File: config.mk
export PLATFORM = sky130hd
export DESIGN_NAME = vfp_framer_flat
export DESIGN_NICKNAME = d
export VERILOG_FILES = /design/src/rtl/core/vfp_pkg.sv /design/src/rtl/core/vfp_if.sv /design/src/rtl/core/vfp_framer.sv /design/src/flat_wrapper.sv
export SDC_FILE = /design/constraint.sdc
export NUM_CORES = 1
export LEC_CHECK = 0
export BUFFER_PORTS_ARGS = -buffer_cell sky130_fd_sc_hd__buf_2
export CAP_MARGIN = 5
export CORE_ASPECT_RATIO = 1.2
export CORE_MARGIN = 3
export CORE_UTILIZATION = 50
export CTS_BUF_LIST = sky130_fd_sc_hd__clkbuf_4
export DETAILED_ROUTE_END_ITERATION = 8
export PLACE_DENSITY = 0.82
export SETUP_SLACK_MARGIN = 0.15
export SYNTH_ARGS = -nofsm -noshare
export SYNTH_HDL_FRONTEND = slang
export SYNTH_SLANG_ARGS = --single-unit
File: constraint.sdc
create_clock -name i_clk -period 8.05 [get_ports i_clk]
set_input_delay 1.2075 -clock i_clk [delete_from_list [all_inputs] [get_ports i_clk]]
set_output_delay 1.2075 -clock i_clk [all_outputs]
set_load 0.03 [all_outputs]
File: src/rtl/core/vfp_pkg.sv
// vision frame parser package: frame constants, register indexes, shared types
// no dependencies

package vfp_pkg;

    localparam int unsigned FRAME_BYTES = 13;
    localparam int unsigned CNT_W       = $clog2(FRAME_BYTES + 2);
    localparam int unsigned STORE_FIRST = 1;
    localparam int unsigned STORE_LAST  = 11;

    localparam logic [7:0] HEADER_BYTE  = 8'h5A;
    localparam logic [7:0] TRAILER_BYTE = 8'hA5;

    localparam int unsigned REG_IDX_W  = 8;
    localparam int unsigned REG_DATA_W = 16;

    localparam logic [REG_IDX_W-1:0] REG_DISTANCE_LIMIT = 8'd0;
    localparam logic [REG_IDX_W-1:0] REG_TARGET_X_LIMIT = 8'd1;
    localparam logic [REG_IDX_W-1:0] REG_TARGET_Y_LIMIT = 8'd2;
    localparam logic [REG_IDX_W-1:0] REG_SPEED_BOUND    = 8'd3;

    localparam logic [15:0] DISTANCE_LIMIT_RST = 16'd1000;
    localparam logic [15:0] TARGET_X_LIMIT_RST = 16'd2000;
    localparam logic [15:0] TARGET_Y_LIMIT_RST = 16'd1500;
    localparam logic [14:0] SPEED_BOUND_RST    = 15'd1900;

    typedef struct packed {
        logic [15:0] distance_limit;
        logic [15:0] target_x_limit;
        logic [15:0] target_y_limit;
        logic [14:0] speed_bound;
    } t_cfg;

    typedef struct packed {
        logic [7:0]  status;
        logic [15:0] distance;
        logic [15:0] target_x;
        logic [15:0] target_y;
        logic [15:0] speed_raw;
        logic [7:0]  predict_time;
        logic [7:0]  processing_time;
    } t_frame;

endpackage

File: src/rtl/core/vfp_if.sv
// vision frame parser channel interfaces: byte input, decoded result, register writes
// depends on vfp_pkg

interface vfp_byte_if;
    logic       valid;
    logic       ready;
    logic [7:0] rx_byte;

    modport source (output valid, output rx_byte, input ready);
    modport sink   (input valid, input rx_byte, output ready);
endinterface


File: src/rtl/core/vfp_framer.sv
// vision frame parser byte framer: header hunt, byte store, frame completion
// depends on vfp_pkg and vfp_byte_if; hands complete frames to the decoder

module vfp_framer import vfp_pkg::*; (
    input  logic      i_clk,
    input  logic      i_rst_n,
    vfp_byte_if.sink  i_rx,
    input  logic      i_take,
    output logic      o_frame_valid,
    output t_frame    o_frame
);

    logic             r_in_frame;
    logic [CNT_W-1:0] r_count;
    logic [7:0]       r_store [STORE_FIRST:STORE_LAST];
    logic             r_dec_valid;
    t_frame           r_frame;

    logic             n_in_frame;
    logic [CNT_W-1:0] n_count;
    logic             n_dec_valid;

    logic             accept;
    logic             in_eff;
    logic [CNT_W-1:0] cnt;
    logic [CNT_W-1:0] cnt_next;
    logic             is_trailer;
    logic             done;
    logic             drop;

    assign i_rx.ready    = !r_dec_valid || i_take;
    assign accept        = i_rx.valid && i_rx.ready;
    assign o_frame_valid = r_dec_valid;
    assign o_frame       = r_frame;

    assign in_eff     = r_in_frame || (i_rx.rx_byte == HEADER_BYTE);
    assign cnt        = r_in_frame ? r_count : '0;
    assign cnt_next   = cnt + CNT_W'(1);
    assign is_trailer = i_rx.rx_byte == TRAILER_BYTE;
    assign done       = in_eff && is_trailer && (cnt_next == CNT_W'(FRAME_BYTES));
    assign drop       = in_eff && ((is_trailer && (cnt_next != CNT_W'(FRAME_BYTES)))
                                   || (cnt_next > CNT_W'(FRAME_BYTES)));

    always_comb begin
        n_in_frame  = r_in_frame;
        n_count     = r_count;
        n_dec_valid = r_dec_valid && !i_take;
        if (accept) begin
            if (!in_eff || done || drop) begin
                n_in_frame = 1'b0;
                n_count    = '0;
            end else begin
                n_in_frame = 1'b1;
                n_count    = cnt_next;
            end
            if (done) begin
                n_dec_valid = 1'b1;
            end
        end
    end

    always_ff @(posedge i_clk) begin
        if (!i_rst_n) begin
            r_in_frame  <= 1'b0;
            r_count     <= '0;
            r_dec_valid <= 1'b0;
        end else begin
            r_in_frame  <= n_in_frame;
            r_count     <= n_count;
            r_dec_valid <= n_dec_valid;
        end
    end

    // payload store, only the bytes the decode reads
    always_ff @(posedge i_clk) begin
        for (int k = STORE_FIRST; k <= STORE_LAST; k++) begin
            if (accept && in_eff && (cnt == CNT_W'(k))) begin
                r_store[k] <= i_rx.rx_byte;
            end
        end
        if (accept && done) begin
            r_frame.status          <= r_store[1];
            r_frame.distance        <= {r_store[2], r_store[3]};
            r_frame.target_x        <= {r_store[4], r_store[5]};
            r_frame.target_y        <= {r_store[6], r_store[7]};
            r_frame.speed_raw       <= {r_store[8], r_store[9]};
            r_frame.predict_time    <= r_store[10];
            r_frame.processing_time <= r_store[11];
        end
    end

    a_count_range: assert property (@(posedge i_clk) disable iff (!i_rst_n)
        r_count <= CNT_W'(FRAME_BYTES))
        else $error("frame byte count out of range");

    a_idle_count_zero: assert property (@(posedge i_clk) disable iff (!i_rst_n)
        !r_in_frame |-> (r_count == '0))
        else $error("byte count nonzero outside a frame");

    a_done_loads: assert property (@(posedge i_clk) disable iff (!i_rst_n)
        (accept && done) |=> (r_dec_valid && !r_in_frame))
        else $error("completed frame not handed to decoder");

    a_dec_holds: assert property (@(posedge i_clk) disable iff (!i_rst_n)
        (r_dec_valid && !i_take) |=> (r_dec_valid && $stable(r_frame)))
        else $error("pending frame lost while decoder busy");

endmodule

File: src/flat_wrapper.sv
// flat-port wrapper written by rule: the top's interface ports become plain ports
module vfp_framer_flat import vfp_pkg::*;
  (i_clk, i_rst_n, i_take, o_frame_valid, o_frame, i_rx_valid, i_rx_rx_byte, i_rx_ready);
  vfp_byte_if i_rx_i ();
  input  logic i_clk;
  input  logic i_rst_n;
  input  logic i_take;
  output logic o_frame_valid;
  output t_frame o_frame;
  input wire logic [$bits(i_rx_i.valid)-1:0] i_rx_valid;
  input wire logic [$bits(i_rx_i.rx_byte)-1:0] i_rx_rx_byte;
  output wire logic [$bits(i_rx_i.ready)-1:0] i_rx_ready;
  assign i_rx_i.valid = i_rx_valid;
  assign i_rx_i.rx_byte = i_rx_rx_byte;
  assign i_rx_ready = i_rx_i.ready;
  vfp_framer u_core (.i_clk(i_clk), .i_rst_n(i_rst_n), .i_rx(i_rx_i), .i_take(i_take), .o_frame_valid(o_frame_valid), .o_frame(o_frame));
endmodule
Word level (Yosys, flattened, before mapping)
Memories as Yosys holds them, arrays and structs flattened. A register that Yosys moved wholly into a read port is not among the register bits.
Index checks and enable logic that the tools add are counted.
W data, S select, Z words.

storage, ports and cells
  output and inout bits = 90
  logic and storage cells = 115
  memories = 1
  bits in writable memories = 88
  register bits = 6

memory list
  memory          depth  width  read ports  clocked after memory_dff  wr ports  line              source
  u_core.r_store  11     8      11          11                        1         vfp_framer.sv:15  logic [7:0] r_store [STORE_FIRST:STORE_LAST];

operators by class
  add/subtract/negate cells = 1
  equal/unequal tests = 15
  magnitude comparators = 1
  reductions and logical operators = 37
  mux-type cells = 57

operators with widths
  kind                   count
  $mux W8                10
  $reduce_or A8 Y1       10
  $mux W4                12
  $mux W1                35
  $eq A4 B4 Y1 const B   5
  $logic_and A1 B1 Y1    19
  $eq A4 B3 Y1 const B   4
  $eq A4 B2 Y1 const B   2
  $eq A8 B7 Y1 const B   1
  $eq A8 B8 Y1 const B   1
  $logic_or A1 B1 Y1     5
  $add A4 B1 Y4 const B  1
  $eq A4 B1 Y1 const B   1
  $gt A4 B4 Y1 const B   1
  $ne A4 B4 Y1 const B   1
  $logic_not A1 Y1       3

Logic depth before layout (Yosys ltp)
  word-level depth = 18
  gate-level depth with buffers = 8
  mapped depth without buffers = 7

Worst setup path before layout
Ideal clock, no wire load.

  path kind = in2reg
  start = input i_take
  end = register, netlist name o_frame[0]
  cell stages on the path = 4
  library setup time = 0.488 ns
  setup slack = 3.063 ns
  arrival = 4.499 ns
  cells stage by stage = nor2b_1 -> inv_1 -> and3_1 -> nor4b_4

between the ends
  cells in the longest elaborated chain, start to end = 3

ends and longest elaborated chain
  item                 line                source
  from (decl)          flat_wrapper.sv:7   input logic i_take;
  $logic_or A1 B1 Y1   vfp_framer.sv:31    assign i_rx.ready = !r_dec_valid || i_take;
  via i_rx_ready       flat_wrapper.sv:12  output wire logic [$bits(i_rx_i.ready)-1:0] i_rx_ready;
  $logic_and A1 B1 Y1  vfp_framer.sv:32    assign accept = i_rx.valid && i_rx.ready;
  $logic_and A1 B1 Y1  vfp_framer.sv:81    if (accept && done) begin

The timed path passes the listed nets, and every way through them passes these cells.
A chain may end at the register's enable or synchronous reset.

Worst setup path in the final report
  start = input i_take
  end = output i_rx_ready

between the ends
  cells in the longest elaborated chain, start to end = 1

ends and longest elaborated chain
  item                line
  $logic_or A1 B1 Y1  vfp_framer.sv:31
  to (decl)           flat_wrapper.sv:12

No other way between the ends.

==> impl_metrics.json <==
{
  "outcome": "finished, final reports clean",
  "layout_commonest_cell": "edfxtp_1",
  "fmax_mhz": 344.1,
  "dp_hpwl_microns": 6482,
  "crit_buf_inv": 3,
  "regToRegEndpoint": "o_frame[78]",
  "rows": 42,
  "cp_cell_sequence": "buf_2, nor2b_1, inv_1, buf_2",
  "hold_path_end": "o_frame[21]",
  "tightest_slew_ns": 0.7678,
  "worstPathRequired_ns": 6.84,
  "drive_above_1_share_pct": 35.26,
  "crit_path_frequent_cell": "buf_2",
  "grt_pass1_wl_microns": 14680,
  "synth_seq_cells": 182,
  "slowest_stage": "buf_2",
  "hp-class": "reg2reg",
  "synth_edf_count": 176,
  "grt_max_degree": 63,
  "syn_area_per_cell_sq_um": 23.77,
  "arrival_ns": 1.70,
  "drc": 0,
  "cts.sinks": 182,
  "p_per_area_mw_per_mm2": 215.1,
  "antenna_left": 0,
  "synthArstFlopShare_pct": 0,
  "netlist_area_sq_mm": 0.005872,
  "holdCritStartpoint": "u_core.r_store[0][77]",
  "clk_pin_slew_worst_paths_ns": 0.13,
  "maxCapViolCount": 0,
  "die_width_microns": 104.9,
  "clk_path_buf_depth": 2,
  "layout_setup_ws_ns": 5.144,
  "r2r-start": "u_core.r_in_frame",
  "wl_microns": 9702,
  "die_height_microns": 124.7,
  "cts.repair.resized": 0,
  "grt_overflow": 0,
  "placeableCoreArea_sq_mm": 0.01125,
  "hold_buffers": 0,
  "dr.pass1.iters": 5,
  "ys_seq_area_share_pct": 92.05,
  "cp-start-kind": "input pin",
  "dr.first_iter.drc_count": 204,
  "crit_family": "buffers and inverters",
  "cts_buffers": 17,
  "end_kind": "primary output",
  "synth_area_leaders": "edfxtp_1 (90%), dfxtp_1 (2.0%), and2_1 (1.5%)",
  "timing.final.max_slew_violations": 0,
  "ios": 102,
  "leakage_nw": 2.334,
  "rr_worst_depth": 6,
  "crit_start": "i_take",
  "final_hold_viol_count": 0,
  "ir_worst_vdd_mv": 0.09129,
  "synth_top_area_share_pct": 90.01,
  "worstSkewPairLatency_ns": 0.54,
  "grt_pass1_vias": 2636,
  "fill_cells": 821,
  "fin_crit_sh_pct": 36.10,
  "regToRegSetupSlack_ns": 5.49,
  "pre_cts_slack_ns": 4.695,
  "setup_violations": 0,
  "grt.busiest_layer": "met2",
  "antenna_found_initial": 1,
  "use_met2_pct": 25.80,
  "area_growth_pct": 16.30,
  "layout_common_cells": "edfxtp_1 (176), buf_2 (101), clkbuf_4 (18), and2_1 (14)",
  "synth_nets": 264,
  "path_class": "in2out",
  "vias": 2682,
  "slowest_delay_ns": 0.18,
  "post_cts.repair.setup_buffers": 0,
  "synth_area_leader_cell": "edfxtp_1",
  "track_usage_pct": 15.42,
  "io_buffer_count": 101,
  "synth_ff_type": "edfxtp_1",
  "gr-usage-met1_pct": 17.54,
  "yosysWarnings": 0,
  "synth_cell_types": 32,
  "tritoncts": "built",
  "fin_skew_ns": 0.01518,
  "h-tree-depth": 4,
  "grtUsageMet3_pct": 4.355,
  "hold_depth": 0,
  "layout.nets": 385,
  "wl_per_cell_microns": 18.13,
  "maxSlewHeadroom_pct": 48.81,
  "tns_ns": 0,
  "viasPerCell": 5.013,
  "initial_core_util_pct": 52.21,
  "synth_cells": 247,
  "crit_path_max_fanout": 4,
  "fin_crit_ns": 2.906,
  "dieArea_sq_mm": 0.01309,
  "grt_setup_unrepaired": "no",
  "clockRootBuffer": "clkbuf_4",
  "gpl.final_weighted_congestion": 0.7755
}
## state kept, by name, summed over array words and instances (netlist names)
register and flops:
u_core.r_store 88, u_core.r_count 4, u_core.o_frame_valid 1, o_frame 88, u_core.r_in_frame 1
## where the power goes
| group | internal, W | switching [W] |
|---|---|---|
| registers | 0.00103 | 0.0000000440 |
| clock network | 0.000152 | 0.000272 |
| logic | 0.00000358 | 0.0000118 |
| total | 0.00118 | 0.000284 |
## worst register-to-register path, stage by stage, from the launching register on
cell and delay (ns):
dfxtp_1 0.49, nand2_1 0.18, inv_1 0.12, ha_1 0.31, xor2_1 0.15, nor4b_4 0.25
buf_4 0.65
## cells by family (layout without fill, tap and decap cells)
family | Yosys count | count (layout) | synth area share, %
flops | 182 | 182 | 92.05
simple gates | 38 | 38 | 4.347
compound gates | 13 | 13 | 1.598
buf+inv | 6 | 139 | 0.3835
fa+ha+maj | 5 | 5 | 1.065
xor+xnor | 2 | 2 | 0.2984
mux | 1 | 1 | 0.2556
other cells | 0 | 1 | 0
## synthesized netlist by cell type (2+ instances only)
master / n
o21a_1: 2
nor4bb_1: 4
a21oi_1: 3
o2bb2ai_1: 3
nand3_1: 2
ha_1: 5
dfxtp_1: 6
and2_1: 14
inv_1: 5
nand2_1: 6
edfxtp_1: 176
## layer usage
metal / routed length [microns] / part of all wire (%)
met2: 5248 / 54
met4: 226 / 2.3
met5: 0 / 0
met3: 677 / 7.0
met1: 3549 / 37
## metrics by stage
step / instances / utilization [%] / cell area, sq um / hold WS [ns] / total power, W
2_1_floorplan: 247 / - / 5872 / 0.4003 / 0.001053
3_3_place_gp: 503 / 58.52 / 6581 / 0.4013 / 0.001064
3_5_place_dp: 503 / 58.52 / 6581 / 0.4045 / 0.001065
4_1_cts: 534 / 60.70 / 6827 / 0.4171 / 0.001479
5_1_grt: 535 / 60.73 / 6829 / 0.4262 / 0.001517
6_report: 535 / 60.73 / 6829 / 0.4173 / 0.001469
## layout make-up
| class | instances | area [sq um] | area share, % |
|---|---|---|---|
| multi-input cells | 59 | 444.2 | 6.504 |
| well taps | 154 | 192.7 | 2.822 |
| flip-flops and latches | 182 | 5405 | 79.15 |
| inverters | 5 | 18.77 | 0.2748 |
| diodes | 1 | 2.502 | 0.03664 |
| repair buffers | 103 | 520.5 | 7.622 |
| clock buffers | 18 | 135.1 | 1.979 |
| clock inverters | 13 | 110.1 | 1.612 |
## worst max-delay path by stage
stage,to,slack (ns),cells past startpoint
after global placement,o_frame[35],4.80,5
after global routing,i_rx_ready,5.11,4
after detailed placement,o_frame[43],4.69,5
after floorplan,o_frame[0],3.06,4
after CTS,i_rx_ready,5.14,4
final,i_rx_ready,5.14,4
Power figures use the tool's default switching activity.
