### config.mk
export PLATFORM = sky130hd
export DESIGN_NAME = vfp_decode_flat
export DESIGN_NICKNAME = d
export VERILOG_FILES = /design/src/rtl/core/vfp_pkg.sv /design/src/rtl/core/vfp_if.sv /design/src/rtl/core/vfp_decode.sv /design/src/flat_wrapper.sv
export SDC_FILE = /design/constraint.sdc
export NUM_CORES = 1
export LEC_CHECK = 0
export BUFFER_PORTS_ARGS = -buffer_cell sky130_fd_sc_hd__buf_2
export CORE_ASPECT_RATIO = 0.75
export CORE_UTILIZATION = 26
export DETAILED_ROUTE_END_ITERATION = 8
export PLACE_DENSITY = 0.46
export SETUP_SLACK_MARGIN = 0.1
export SYNTH_ARGS = -nofsm -noshare
export SYNTH_HDL_FRONTEND = slang
export SYNTH_SLANG_ARGS = --single-unit
### constraint.sdc
create_clock -name i_clk -period 3.57 [get_ports i_clk]
set_input_delay 0.357 -clock i_clk [delete_from_list [all_inputs] [get_ports i_clk]]
set_output_delay 0.357 -clock i_clk [all_outputs]
set_load 0.02 [all_outputs]
### src/rtl/core/vfp_pkg.sv
// vision frame parser package: frame constants, register indexes, shared types
// no dependencies

package vfp_pkg;

    localparam int unsigned FRAME_BYTES = 13;
    localparam int unsigned CNT_W       = $clog2(FRAME_BYTES + 2);
    localparam int unsigned STORE_FIRST = 1;
    localparam int unsigned STORE_LAST  = 11;

    localparam logic [7:0] HEADER_BYTE  = 8'h5A;
    localparam logic [7:0] TRAILER_BYTE = 8'hA5;

    localparam int unsigned REG_IDX_W  = 8;
    localparam int unsigned REG_DATA_W = 16;

    localparam logic [REG_IDX_W-1:0] REG_DISTANCE_LIMIT = 8'd0;
    localparam logic [REG_IDX_W-1:0] REG_TARGET_X_LIMIT = 8'd1;
    localparam logic [REG_IDX_W-1:0] REG_TARGET_Y_LIMIT = 8'd2;
    localparam logic [REG_IDX_W-1:0] REG_SPEED_BOUND    = 8'd3;

    localparam logic [15:0] DISTANCE_LIMIT_RST = 16'd1000;
    localparam logic [15:0] TARGET_X_LIMIT_RST = 16'd2000;
    localparam logic [15:0] TARGET_Y_LIMIT_RST = 16'd1500;
    localparam logic [14:0] SPEED_BOUND_RST    = 15'd1900;

    typedef struct packed {
        logic [15:0] distance_limit;
        logic [15:0] target_x_limit;
        logic [15:0] target_y_limit;
        logic [14:0] speed_bound;
    } t_cfg;

    typedef struct packed {
        logic [7:0]  status;
        logic [15:0] distance;
        logic [15:0] target_x;
        logic [15:0] target_y;
        logic [15:0] speed_raw;
        logic [7:0]  predict_time;
        logic [7:0]  processing_time;
    } t_frame;

endpackage

### src/rtl/core/vfp_if.sv


interface vfp_result_if;
    logic        valid;
    logic        ready;
    logic        armor_seen;
    logic [2:0]  armor_kind;
    logic [15:0] distance;
    logic [19:0] distance_smoothed;
    logic [15:0] target_x;
    logic [15:0] target_y;
    logic signed [15:0] pixel_speed;
    logic [7:0]  predict_time;
    logic [7:0]  processing_time;

    modport source (output valid, input ready, output armor_seen, output armor_kind,
                    output distance, output distance_smoothed, output target_x,
                    output target_y, output pixel_speed, output predict_time,
                    output processing_time);
    modport sink   (input valid, output ready, input armor_seen, input armor_kind,
                    input distance, input distance_smoothed, input target_x,
                    input target_y, input pixel_speed, input predict_time,
                    input processing_time);
endinterface


### src/rtl/core/vfp_decode.sv
// vision frame parser decode stage: limit checks, distance filter, speed clamp
// depends on vfp_pkg and vfp_result_if; owns the held values and the result register

module vfp_decode import vfp_pkg::*; (
    input  logic        i_clk,
    input  logic        i_rst_n,
    input  t_cfg        i_cfg,
    input  logic        i_frame_valid,
    input  t_frame      i_frame,
    output logic        o_take,
    vfp_result_if.source o_res
);

    logic        r_out_valid;
    logic [15:0] r_distance;
    logic [19:0] r_smoothed;
    logic [15:0] r_target_x;
    logic [15:0] r_target_y;
    logic        r_armor_seen;
    logic [2:0]  r_armor_kind;
    logic signed [15:0] r_speed;
    logic [7:0]  r_predict_time;
    logic [7:0]  r_processing_time;

    logic        load;
    logic        dist_ok;
    logic [20:0] smooth_sum;
    logic signed [15:0] speed_in;
    logic signed [15:0] bound_pos;
    logic signed [15:0] bound_neg;
    logic signed [15:0] speed_clamped;

    assign o_take = !r_out_valid || o_res.ready;
    assign load   = o_take && i_frame_valid;

    assign dist_ok    = i_frame.distance <= i_cfg.distance_limit;
    assign smooth_sum = {1'b0, r_smoothed} + {1'b0, i_frame.distance, 4'b0000};

    assign speed_in  = i_frame.speed_raw;
    assign bound_pos = {1'b0, i_cfg.speed_bound};
    assign bound_neg = -bound_pos;

    always_comb begin
        if (speed_in > bound_pos) begin
            speed_clamped = bound_pos;
        end else if (speed_in < bound_neg) begin
            speed_clamped = bound_neg;
        end else begin
            speed_clamped = speed_in;
        end
    end

    always_ff @(posedge i_clk) begin
        if (!i_rst_n) begin
            r_out_valid <= 1'b0;
            r_distance  <= '0;
            r_smoothed  <= '0;
            r_target_x  <= '0;
            r_target_y  <= '0;
        end else begin
            if (load) begin
                r_out_valid <= 1'b1;
                if (dist_ok) begin
                    r_distance <= i_frame.distance;
                    r_smoothed <= smooth_sum[20:1];
                end
                if (i_frame.target_x < i_cfg.target_x_limit) begin
                    r_target_x <= i_frame.target_x;
                end
                if (i_frame.target_y < i_cfg.target_y_limit) begin
                    r_target_y <= i_frame.target_y;
                end
            end else if (o_res.ready) begin
                r_out_valid <= 1'b0;
            end
        end
    end

    always_ff @(posedge i_clk) begin
        if (load) begin
            r_armor_seen      <= i_frame.status[7];
            r_armor_kind      <= i_frame.status[6:4];
            r_speed           <= speed_clamped;
            r_predict_time    <= i_frame.predict_time;
            r_processing_time <= i_frame.processing_time;
        end
    end

    assign o_res.valid             = r_out_valid;
    assign o_res.armor_seen        = r_armor_seen;
    assign o_res.armor_kind        = r_armor_kind;
    assign o_res.distance          = r_distance;
    assign o_res.distance_smoothed = r_smoothed;
    assign o_res.target_x          = r_target_x;
    assign o_res.target_y          = r_target_y;
    assign o_res.pixel_speed       = r_speed;
    assign o_res.predict_time      = r_predict_time;
    assign o_res.processing_time   = r_processing_time;

    a_speed_in_bound: assert property (@(posedge i_clk) disable iff (!i_rst_n)
        load |-> ((speed_clamped <= bound_pos) && (speed_clamped >= bound_neg)))
        else $error("clamped speed outside bound");

    a_take_when_free: assert property (@(posedge i_clk) disable iff (!i_rst_n)
        !r_out_valid |-> o_take)
        else $error("empty result register refuses a frame");

    a_load_sets_valid: assert property (@(posedge i_clk) disable iff (!i_rst_n)
        load |=> r_out_valid)
        else $error("decoded frame not presented");

endmodule

### src/flat_wrapper.sv
// flat-port wrapper written by rule: the top's interface ports become plain ports
module vfp_decode_flat import vfp_pkg::*;
  (i_clk, i_rst_n, i_cfg, i_frame_valid, i_frame, o_take, o_res_valid, o_res_ready, o_res_armor_seen, o_res_armor_kind, o_res_distance, o_res_distance_smoothed, o_res_target_x, o_res_target_y, o_res_pixel_speed, o_res_predict_time, o_res_processing_time);
  vfp_result_if o_res_i ();
  input  logic i_clk;
  input  logic i_rst_n;
  input  t_cfg i_cfg;
  input  logic i_frame_valid;
  input  t_frame i_frame;
  output logic o_take;
  output wire logic [$bits(o_res_i.valid)-1:0] o_res_valid;
  input wire logic [$bits(o_res_i.ready)-1:0] o_res_ready;
  output wire logic [$bits(o_res_i.armor_seen)-1:0] o_res_armor_seen;
  output wire logic [$bits(o_res_i.armor_kind)-1:0] o_res_armor_kind;
  output wire logic [$bits(o_res_i.distance)-1:0] o_res_distance;
  output wire logic [$bits(o_res_i.distance_smoothed)-1:0] o_res_distance_smoothed;
  output wire logic [$bits(o_res_i.target_x)-1:0] o_res_target_x;
  output wire logic [$bits(o_res_i.target_y)-1:0] o_res_target_y;
  output wire logic [$bits(o_res_i.pixel_speed)-1:0] o_res_pixel_speed;
  output wire logic [$bits(o_res_i.predict_time)-1:0] o_res_predict_time;
  output wire logic [$bits(o_res_i.processing_time)-1:0] o_res_processing_time;
  assign o_res_valid = o_res_i.valid;
  assign o_res_i.ready = o_res_ready;
  assign o_res_armor_seen = o_res_i.armor_seen;
  assign o_res_armor_kind = o_res_i.armor_kind;
  assign o_res_distance = o_res_i.distance;
  assign o_res_distance_smoothed = o_res_i.distance_smoothed;
  assign o_res_target_x = o_res_i.target_x;
  assign o_res_target_y = o_res_i.target_y;
  assign o_res_pixel_speed = o_res_i.pixel_speed;
  assign o_res_predict_time = o_res_i.predict_time;
  assign o_res_processing_time = o_res_i.processing_time;
  vfp_decode u_core (.i_clk(i_clk), .i_rst_n(i_rst_n), .i_cfg(i_cfg), .i_frame_valid(i_frame_valid), .i_frame(i_frame), .o_take(o_take), .o_res(o_res_i));
endmodule
-- Word-level counts from Yosys, hierarchy flattened
Cells that the tools add are included.
- flip-flop bits (word level): 105
- latch bits: 0
- memory bits (writable): 0
- memory bits (read-only): 0
- input bits: 155
- output and inout port bits: 106
- word-level logic and storage cells: 29
- memories kept: 0
- add/subtract/negate cells: 2
- $mul: 0
- divide/modulo/power cells: 0
- order comparisons: 5
- equality and inequality tests: 0
- shifts and indexed selects: 0
- muxes and demuxes: 4
- bitwise gates (word level): 0
- reduce and logical (&&, ||, !) cells: 7
- operator list (operator ; number):
    $lt A16 B16 Y1 ; 3
    $add A20 B20 Y21 ; 1
    $gt A16 B16 Y1 ; 1
    $le A16 B16 Y1 ; 1
    $mux W16 ; 1
    $neg A15 Y16 ; 1
    $mux W15 ; 1
    $reduce_and A2 Y1 ; 3
    $mux W1 ; 2
    $reduce_bool A2 Y1 ; 1
    $logic_and A1 B1 Y1 ; 1
    $logic_not A1 Y1 ; 1
    $logic_or A1 B1 Y1 ; 1

-- Logic depth before layout (Yosys ltp)
Gate-level depths: netlist (run 1).
- depth in word-level cells: 4
- gate-level depth with buffers: 17
- gate-level depth less buffers: 15

-- Least setup slack after synthesis (run 1)
OpenSTA, ideal clock, no wires.
- path kind: in2reg
- from: input port i_cfg[6] in the netlist's numbering
- to: register u_core.r_speed[8], in the netlist u_core.o_res.pixel_speed[8], data pin
- library setup time: 0.263 ns
- arrival: 3.366 ns
- required time: 3.307 ns
- setup slack: -0.059 ns
- stages: 14
- path buffers: 2
- cell sequence: clkbuf_1 > nor4_1 > nand3_1 > or4_4 > xnor2_1 > ha_1 > nand3_1 > nand3_1 > or3_1 > nor3_1 > nor2_1 > buf_2 > a21oi_1 > a22oi_1
- word-level cells in the longest chain between the ends: 4
- elaborated cells on any way between the ends: 5
- those cells by class: add/sub: 1; order compare: 2; mux: 2
- RTL lines (element ; line ; source):
    start, declared ; flat_wrapper.sv:7 ; input t_cfg i_cfg;
    $neg A15 Y16 ; vfp_decode.sv:41 ; assign bound_neg = -bound_pos;
    $lt A16 B16 Y1 ; vfp_decode.sv:46 ; end else if (speed_in < bound_neg) begin
    $mux W16 ; vfp_decode.sv:46 ;
    $mux W15 (*) ; vfp_decode.sv:44 ; if (speed_in > bound_pos) begin
    net u_core.speed_clamped[8] ; vfp_decode.sv:31 ; logic signed [15:0] speed_clamped;
    end signal, assigned ; vfp_decode.sv:83 ; r_speed <= speed_clamped;
    end, declared ; vfp_decode.sv:21 ; logic signed [15:0] r_speed;
The timed path passes the listed nets; every way through them passes the cells marked *.
A chain may end at the register's enable or synchronous reset.

-- Final worst setup path (run 1)
- from: input port i_cfg[2] in the netlist's numbering
- to: register u_core.r_speed[13], in the netlist u_core.o_res.pixel_speed[13], data pin
Same word-level chain as after synthesis.

==> summary.md, run 1 <==
* 0 — max-capacitance violation count
* 0.169 — Global Route Usage Sum
* 9 — cts bufs inserted
* 829 — count of mapped cells out of synthesis
* 0.268 — Starting Density
* 192 um — die boundary width
* 0.320 ns — worst setup margin
* 261 — # IOs
* 0.296 — share of post-route cells with drive strength above 1
* 330 — number of violations reported at the end of detailed-routing iteration 0
* 0 — final count of hold timing violations
* 10 — Critical Path Fanout Max
* 27800 um2 — area of the die
* sky130_fd_sc_hd__dfxtp_1 — prevailing post-synth register cell
* 0 — max-slew violation count
* 0.00569 — post-synthesis mux area share
* 0 — DRC violation count after routing
* 7040 um2 — post-synthesis instance area
* no — RSZ-0062 raised after global routing
* 0.356 — Max transition margin
* simple AND/OR/NAND/NOR gates — Top delay family on crit path
* sky130_fd_sc_hd__nand2_1 — cell repeated most along the worst path
* sky130_fd_sc_hd__buf_2 — commonest non-fill, non-tap cell in the layout
* 23900 um — final WL
* 0.0162 — xor and xnor area share after synthesis
* 3.36 ns — data arrival at the endpoint of the critical path
* 18900 um — placed wire-length estimate
* 0 — Warnings, synthesis
* 6973 — via count
* 1.13 mW — reported net switching power
* 0.963 ns — transition time at the pin with the least slew margin
* 145 um — die height
* sky130_fd_sc_hd__or4_1 — critical path's slowest cell
* 2 — Bufs and invs on worst path
* buf_2 > or3_1 > nor2_2 > nand2_1 > or4_1 > nand2_1 > nand2_1 > ha_1 > a21oi_1 > o21ai_0 > or3_1 > nor3_2 > nor2_2 > buf_4 > a21oi_1 > o2bb2ai_1 — CP cell instances
* compound AO/OA/AOI/OAI gates — largest family of logic cells by synthesized area
* 0.333 — Net Sw Frac
* 4.85 — Avg Vias per Cell
* 51 — cell row count
* 8.49 um2 — synthesized area per cell
* 0.08 ns — Worst-path clk slew
* 3 — CTS HTree Levels
* 256 — Port-buffer cells
* 0.212 — Synth Area in Compound Gates
* 16.6 um — average routed wire per standard cell
* 235 uV — worst IR drop on VDD
* 0 — remaining antenna violation count after routing
* 30.3% — Layout Area Growth over Synthesis
* 0.405 — share of power burned in registers
* finished, final reports clean — result of the run
* sky130_fd_sc_hd__buf_2 (256), sky130_fd_sc_hd__ha_1 (93), sky130_fd_sc_hd__o21ai_0 (82) — commonest non-fill, non-tap cells in the layout
* 6422 — vias in the first global route
* 0.910 — post-route clock period utilization
* done — CTS tree
* 0.821 — weighted congestion reported at the end of routability-driven placement
* sky130_fd_sc_hd__dfxtp_1 (20%), sky130_fd_sc_hd__ha_1 (17%), sky130_fd_sc_hd__edfxtp_1 (15%) — top area cells in the synthesized netlist
* 0 — Setup Fix Bufs, Post-CTS
* 371 nW/um2 — power density relative to cell area
* primary input to flop — Critical Setup Path Class
* 71 — largest net degree at the start of global routing
* 0.293 — part of the total power dissipated in combinational logic
* 1 — antenna violations before repair
* 8880 um2 — Cell Area, Placed
* 3.68 ns — Worst Path Required
* 3.25 ns — final critical delay including setup and external delays
* 0.301 — clock network fraction of total power
* 0.00620 ns — clock tree skew after final layout
* 56 — post-synth cell types
* 1421 — number of instances in the placed design
* 0.179 — Synth Area in Simple Gates
* 9180 um2 — final instance area
* 1337 — number of nets in the finished design
* primary input to flop — Hold/Removal Path Class
* 0 — async set-or-reset flop fraction in the synthesized netlist
* 105 — total of flip-flops plus latches after synthesis
* 2826 — total of fill cells in the finished design
* 0.350 — sequential fraction of the synthesis area
* 4.47 nW — P_leak
* 1438 — Cell Count, Final, Fillers Out
* 26300 um2 — core outline area
* sky130_fd_sc_hd__clkbuf_16 — Root Buffer Master
* primary input — critical path launch point type
* 0 — Congestion Overflow GR
* 105 — total clock sinks
* 2.27 mW — internal power consumption
* -0.105 ns — Placement Setup Slack
* 5 — drt first pass iters
* 0.36 ns — clock latency reported for the late side of the worst-skew pair
* sky130_fd_sc_hd__dfxtp_1 — dominant cell type by area after synthesis
* 0.168 — Adder-Cell Fraction of Synth Area
* 0.44 ns — delay contributed by the slowest stage of the critical path
* 36000 um — first-pass GRT wire length
* 0 — total setup violations reported at the end of the flow
* flop — critical path capture point type
* 36 — EDFF count, synth
* 0.196 — Yosys top cell area share
* 2 — maximum clock insertion buffer count
* 0.308 GHz — Max Freq
* 1078 — Syn Nets
[synth_stat cells (3+ instances only)]
master,instances
sky130_fd_sc_hd__a21o_1,21
sky130_fd_sc_hd__ha_1,93
sky130_fd_sc_hd__a21oi_1,81
sky130_fd_sc_hd__a221oi_1,6
sky130_fd_sc_hd__nor3_1,10
sky130_fd_sc_hd__clkbuf_1,33
sky130_fd_sc_hd__o2bb2ai_1,4
sky130_fd_sc_hd__a211oi_1,9
sky130_fd_sc_hd__dfxtp_1,69
sky130_fd_sc_hd__mux2i_1,4
sky130_fd_sc_hd__nor2b_1,8
sky130_fd_sc_hd__and4_1,6
sky130_fd_sc_hd__and2_1,5
sky130_fd_sc_hd__xor2_1,4
sky130_fd_sc_hd__a22oi_1,3
sky130_fd_sc_hd__o21bai_1,4
sky130_fd_sc_hd__o21ai_0,82
sky130_fd_sc_hd__a211o_1,4
sky130_fd_sc_hd__nand2b_1,6
sky130_fd_sc_hd__o211ai_1,6
sky130_fd_sc_hd__or3_1,10
sky130_fd_sc_hd__edfxtp_1,36
sky130_fd_sc_hd__nand4_1,18
sky130_fd_sc_hd__nor2_1,26
sky130_fd_sc_hd__nand3_1,75
sky130_fd_sc_hd__buf_1,3
sky130_fd_sc_hd__xnor2_1,9
sky130_fd_sc_hd__nand2_1,73
sky130_fd_sc_hd__inv_1,75
sky130_fd_sc_hd__a221oi_2,4
sky130_fd_sc_hd__nor4_1,3
sky130_fd_sc_hd__o22ai_1,3
sky130_fd_sc_hd__buf_4,5
[sequential cells by signal, summed over array words and instances, names as in the netlist]
signal,count
u_core.o_res.predict_time,8
u_core.o_res.pixel_speed,16
u_core.o_res.armor_kind,3
u_core.o_res.armor_seen,1
u_core.o_res.target_x,16
u_core.o_res.processing_time,8
u_core.o_res.distance,16
u_core.o_res.distance_smoothed,20
u_core.o_res.target_y,16
u_core.o_res.valid,1
[power by group through the flow]
stage	Clock, mW	Sequential, mW	Combinational [mW]
global route	1.11	1.39	1.11
detailed placement	0	1.41	0.999
CTS	1.08	1.38	1.00
finish	1.03	1.38	0.998
global placement	0	1.40	0.994
floorplan	0	1.51	0.500
[worst register-to-register path: stages (launching register included)]
cell,delay [ns]
sky130_fd_sc_hd__dfxtp_1,0.36
sky130_fd_sc_hd__ha_1,0.21
sky130_fd_sc_hd__inv_1,0.06
sky130_fd_sc_hd__fa_1,0.41
sky130_fd_sc_hd__nor2b_1,0.12
sky130_fd_sc_hd__o21ai_0,0.11
sky130_fd_sc_hd__a21oi_1,0.27
sky130_fd_sc_hd__o21ai_0,0.18
sky130_fd_sc_hd__a2111oi_0,0.43
sky130_fd_sc_hd__nor3_1,0.14
sky130_fd_sc_hd__o22ai_1,0.19
[metrics by stage]
step	util	power (mW)	setup TNS, ns	hold WS, ns
6_report	0.349	3.40	0	0.164
5_1_grt	0.349	3.62	0	0.144
4_1_cts	0.349	3.46	0	0.142
3_5_place_dp	0.338	2.41	-0.925	0.453
3_3_place_gp	0.338	2.40	-0.411	0.451
2_1_floorplan	-	2.01	0	0.444
[per-layer routing]
metal | share of wire | vias up | routed length [um] | track usage
li1 | - | 3529 | - | -
met3 | 0.083 | 14 | 1970 | 0.0471
met1 | 0.51 | 3192 | 12300 | 0.251
met4 | 0.0075 | 0 | 180 | 0.0323
met5 | 0 | - | 0 | 0
met2 | 0.40 | 238 | 9470 | 0.239
[worst paths after layout]
path,startpoint,endpoint,slack (ns),depth (start not counted)
worst min register to register,u_core.o_res.distance[7],u_core.o_res.distance[7],0.46,2
worst max-delay path,i_cfg[2],u_core.o_res.pixel_speed[13],0.32,16
worst min-delay path,i_frame[8],u_core.o_res.predict_time[0],0.16,1
worst max register to register,u_core.o_res.distance_smoothed[4],u_core.o_res.distance_smoothed[15],1.01,10
[timing repair]
action                     4_1_cts  5_1_grt
setup endpoints to repair        0       10
hold buffers                     0        0
gates resized for setup          0        1
[final cells by class]
class	count	area, um2	area share
Clock buffer	15	279	0.0304
Antenna cell	1	2.50	0.000273
Tap cell	344	430	0.0469
Multi-Input combinational cell	603	4110	0.448
Clock inverter	1	8.76	0.000954
Inverter	76	285	0.0311
Sequential cell	105	2460	0.268
Timing Repair Buffer	293	1600	0.174
[kinds of logic (layout without fill, tap and decap cells)]
logic type | Yosys count | count (layout)
other | 0 | 1
AO/OA/AOI/OAI | 242 | 242
multiplexers | 4 | 4
AND/OR/NAND/NOR | 250 | 250
XOR/XNOR | 13 | 13
flip-flops | 105 | 105
adder cells (fa/ha/maj) | 94 | 94
buffers and inverters | 121 | 385
Power figures use the tool's default switching activity.
==> run 2: changes to the inputs <==
--- a/config.mk
+++ b/config.mk
@@ -9,7 +9,7 @@
 export CORE_ASPECT_RATIO = 0.75
 export CORE_UTILIZATION = 26
 export DETAILED_ROUTE_END_ITERATION = 8
-export PLACE_DENSITY = 0.46
+export PLACE_DENSITY = 0.57
 export SETUP_SLACK_MARGIN = 0.1
 export SYNTH_ARGS = -nofsm -noshare
 export SYNTH_HDL_FRONTEND = slang
==> constraint.sdc (replaced) <==
create_clock -name i_clk -period 3.39 [get_ports i_clk]
set_input_delay 0.339 -clock i_clk [delete_from_list [all_inputs] [get_ports i_clk]]
set_output_delay 0.339 -clock i_clk [all_outputs]
set_load 0.02 [all_outputs]
==> summary.md, run 2 (synthesis results as in run 1) <==
* sky130_fd_sc_hd__buf_2 — commonest non-fill, non-tap cell in the layout, unchanged
* 9310 um2 — final instance area, was 9180 um2
* 347 — number of violations reported at the end of detailed-routing iteration 0, was 330
* 18000 um — placed wire-length estimate, was 18900 um
* 71 — largest net degree at the start of global routing, unchanged
* 0.885 ns — transition time at the pin with the least slew margin, was 0.963 ns
* no — RSZ-0062 raised after global routing, unchanged
* 261 — # IOs, unchanged
* 0.0113 ns — clock tree skew after final layout, was 0.00620 ns
* 0.08 ns — Worst-path clk slew, about the same
* sky130_fd_sc_hd__buf_2 (256), sky130_fd_sc_hd__ha_1 (92), sky130_fd_sc_hd__o21ai_0 (81) — commonest non-fill, non-tap cells in the layout, was sky130_fd_sc_hd__buf_2 (256), sky130_fd_sc_hd__ha_1 (93), sky130_fd_sc_hd__o21ai_0 (82)
* 222 uV — worst IR drop on VDD, was 235 uV
* 27800 um2 — area of the die, unchanged
* 0 — max-slew violation count, unchanged
* 0.315 GHz — Max Freq
* 0.36 ns — clock latency reported for the late side of the worst-skew pair, about the same
* 0 — final count of hold timing violations, unchanged
* 1.20 mW — reported net switching power, was 1.13 mW
* 0.319 — share of post-route cells with drive strength above 1, was 0.296
* 7051 — via count, was 6973
* 6457 — vias in the first global route, was 6422
* 3 — CTS HTree Levels, unchanged
* 3.18 ns — final critical delay including setup and external delays
* 9 — cts bufs inserted, unchanged
* primary input to flop — Critical Setup Path Class, unchanged
* 0.268 — Starting Density, unchanged
* 0.161 — Global Route Usage Sum, was 0.169
* u_core.o_res.distance_smoothed[4] — Reg2Reg Launch Point, unchanged
* 0 — Congestion Overflow GR, unchanged
* 0 — max-capacitance violation count, unchanged
* 0.853 — weighted congestion reported at the end of routability-driven placement, was 0.821
* 20 — flip-flop count of the largest register, all copies and words added, unchanged
* 26300 um2 — core outline area, unchanged
* 0.410 — share of power burned in registers, was 0.405
* 0.337 — Net Sw Frac, was 0.333
* flop — critical path capture point type, unchanged
* 0.354 — core occupancy in the finished layout, was 0.349
* u_core.o_res.distance_smoothed[17] — destination of the worst register-to-register timing path, was u_core.o_res.distance_smoothed[15]
* 0 — total setup violations reported at the end of the flow, unchanged
* 1431 — number of instances in the placed design, was 1421
* finished, final reports clean — result of the run, unchanged
* 32.2% — Layout Area Growth over Synthesis, was 30.3%
* 105 — total clock sinks, unchanged
* 0.145 ns — worst hold-check slack, was 0.164 ns
* 192 um — die boundary width, unchanged
* 8990 um2 — Cell Area, Placed, was 8880 um2
* 0 — remaining antenna violation count after routing, unchanged
* 34400 um — first-pass GRT wire length, was 36000 um
* primary input — critical path launch point type, unchanged
* 0.299 — part of the total power dissipated in combinational logic, was 0.293
* 4 — drt first pass iters, was 5
* 10 — Worst Reg-to-Reg Cells, unchanged
* 145 um — die height, unchanged
* 0 — DRC violation count after routing, unchanged
* 256 — Port-buffer cells, unchanged
* 2 — maximum clock insertion buffer count, unchanged
* 22800 um — final WL, was 23900 um
* 9 — Critical Path Fanout Max, was 10
* 382 nW/um2 — power density relative to cell area, was 371 nW/um2
* 0.73 ns — minimum setup slack among reg-to-reg paths, was 1.01 ns
* 2.36 mW — internal power consumption, was 2.27 mW
* 4.87 — Avg Vias per Cell, was 4.85
* done — CTS tree, unchanged
* 1 — worst hold path depth, unchanged
* 3.60 ns — Worst Path Required, was 3.68 ns
* 4.53 nW — P_leak, was 4.47 nW
* 51 — cell row count, unchanged
* 1449 — Cell Count, Final, Fillers Out, was 1438
* u_core.o_res.predict_time[5] — end point of the worst hold path, was u_core.o_res.predict_time[0]
* 0 — antenna violations before repair, was 1
* i_frame[13] — hold path startpoint, was i_frame[8]
* sky130_fd_sc_hd__clkbuf_16 — Root Buffer Master, unchanged
* 1349 — number of nets in the finished design, was 1337
* 15.8 um — average routed wire per standard cell, was 16.6 um
* 0 — antenna cell count, was 1
* primary input to flop — Hold/Removal Path Class, unchanged
* 3.39 ns — data arrival at the endpoint of the critical path, was 3.36 ns
* 0.409 — Max transition margin, was 0.356
* 0.291 — clock network fraction of total power, was 0.301
* 0.938 — post-route clock period utilization
==> run 2: worst max path at each step <==
stage | startpoint | end | slack, ns | cells after the start
2_1_floorplan | i_cfg[2] | u_core.o_res.pixel_speed[8] | 0.01 | 14
3_3_place_gp | i_cfg[2] | u_core.o_res.pixel_speed[8] | -0.20 | 15
3_5_place_dp | i_cfg[2] | u_core.o_res.pixel_speed[11] | -0.23 | 16
4_1_cts | i_cfg[2] | u_core.o_res.pixel_speed[8] | 0.17 | 15
5_1_grt | i_cfg[9] | u_core.o_res.pixel_speed[8] | 0.08 | 16
6_report | i_cfg[2] | u_core.o_res.pixel_speed[8] | 0.21 | 15
==> run 2: power by group through the flow <==
stage	combinational, mW	sequential (mW)	clock [mW]
floorplan	0.539	1.60	0
global placement	1.04	1.48	0
detailed placement	1.05	1.48	0
CTS	1.06	1.46	1.09
global route	1.18	1.47	1.12
finish	1.06	1.46	1.04
==> run 2: layout make-up <==
class / instances / area, um2
Tap cell: 344 / 430
Clock inverter: 4 / 28.8
Sequential cell: 105 / 2460
Multi-Input combinational cell: 603 / 4200
Fill cell: 2790 / 17000
Clock buffer: 12 / 246
Timing Repair Buffer: 305 / 1660
Inverter: 76 / 285
==> run 2: metrics by stage <==
stage	TNS, ns	setup WS (ns)	power, mW
3_3_place_gp	-1.37	-0.196	2.52
6_report	0	0.210	3.55
4_1_cts	0	0.165	3.60
3_5_place_dp	-1.86	-0.227	2.54
5_1_grt	0	0.0849	3.77
2_1_floorplan	0	0.0132	2.13
==> run 2: repair_timing <==
item,CTS,global route
buffers inserted,0,2
hold buffers,0,0
setup endpoints to repair,0,12
gates resized for setup,0,8
==> run 2: per-layer routing <==
layer  GRT usage  part of all wire  vias up
met5           0                 0        -
met4      0.0369            0.0092        0
met3      0.0388             0.063       17
li1            -                 -     3571
met2       0.250              0.43      212
met1       0.223              0.49     3251
==> run 2: critical path, cell delays in order <==
cell	delay [ns]
sky130_fd_sc_hd__buf_2	0.10
sky130_fd_sc_hd__or3_4	0.40
sky130_fd_sc_hd__nor2_4	0.14
sky130_fd_sc_hd__nand3_2	0.10
sky130_fd_sc_hd__or4_4	0.45
sky130_fd_sc_hd__xnor2_2	0.15
sky130_fd_sc_hd__ha_1	0.30
sky130_fd_sc_hd__nand3_2	0.09
sky130_fd_sc_hd__nand3_2	0.09
sky130_fd_sc_hd__or3_4	0.38
sky130_fd_sc_hd__nor3_4	0.19
sky130_fd_sc_hd__nor2_4	0.06
sky130_fd_sc_hd__buf_4	0.17
sky130_fd_sc_hd__or2_2	0.29
sky130_fd_sc_hd__a22oi_1	0.13
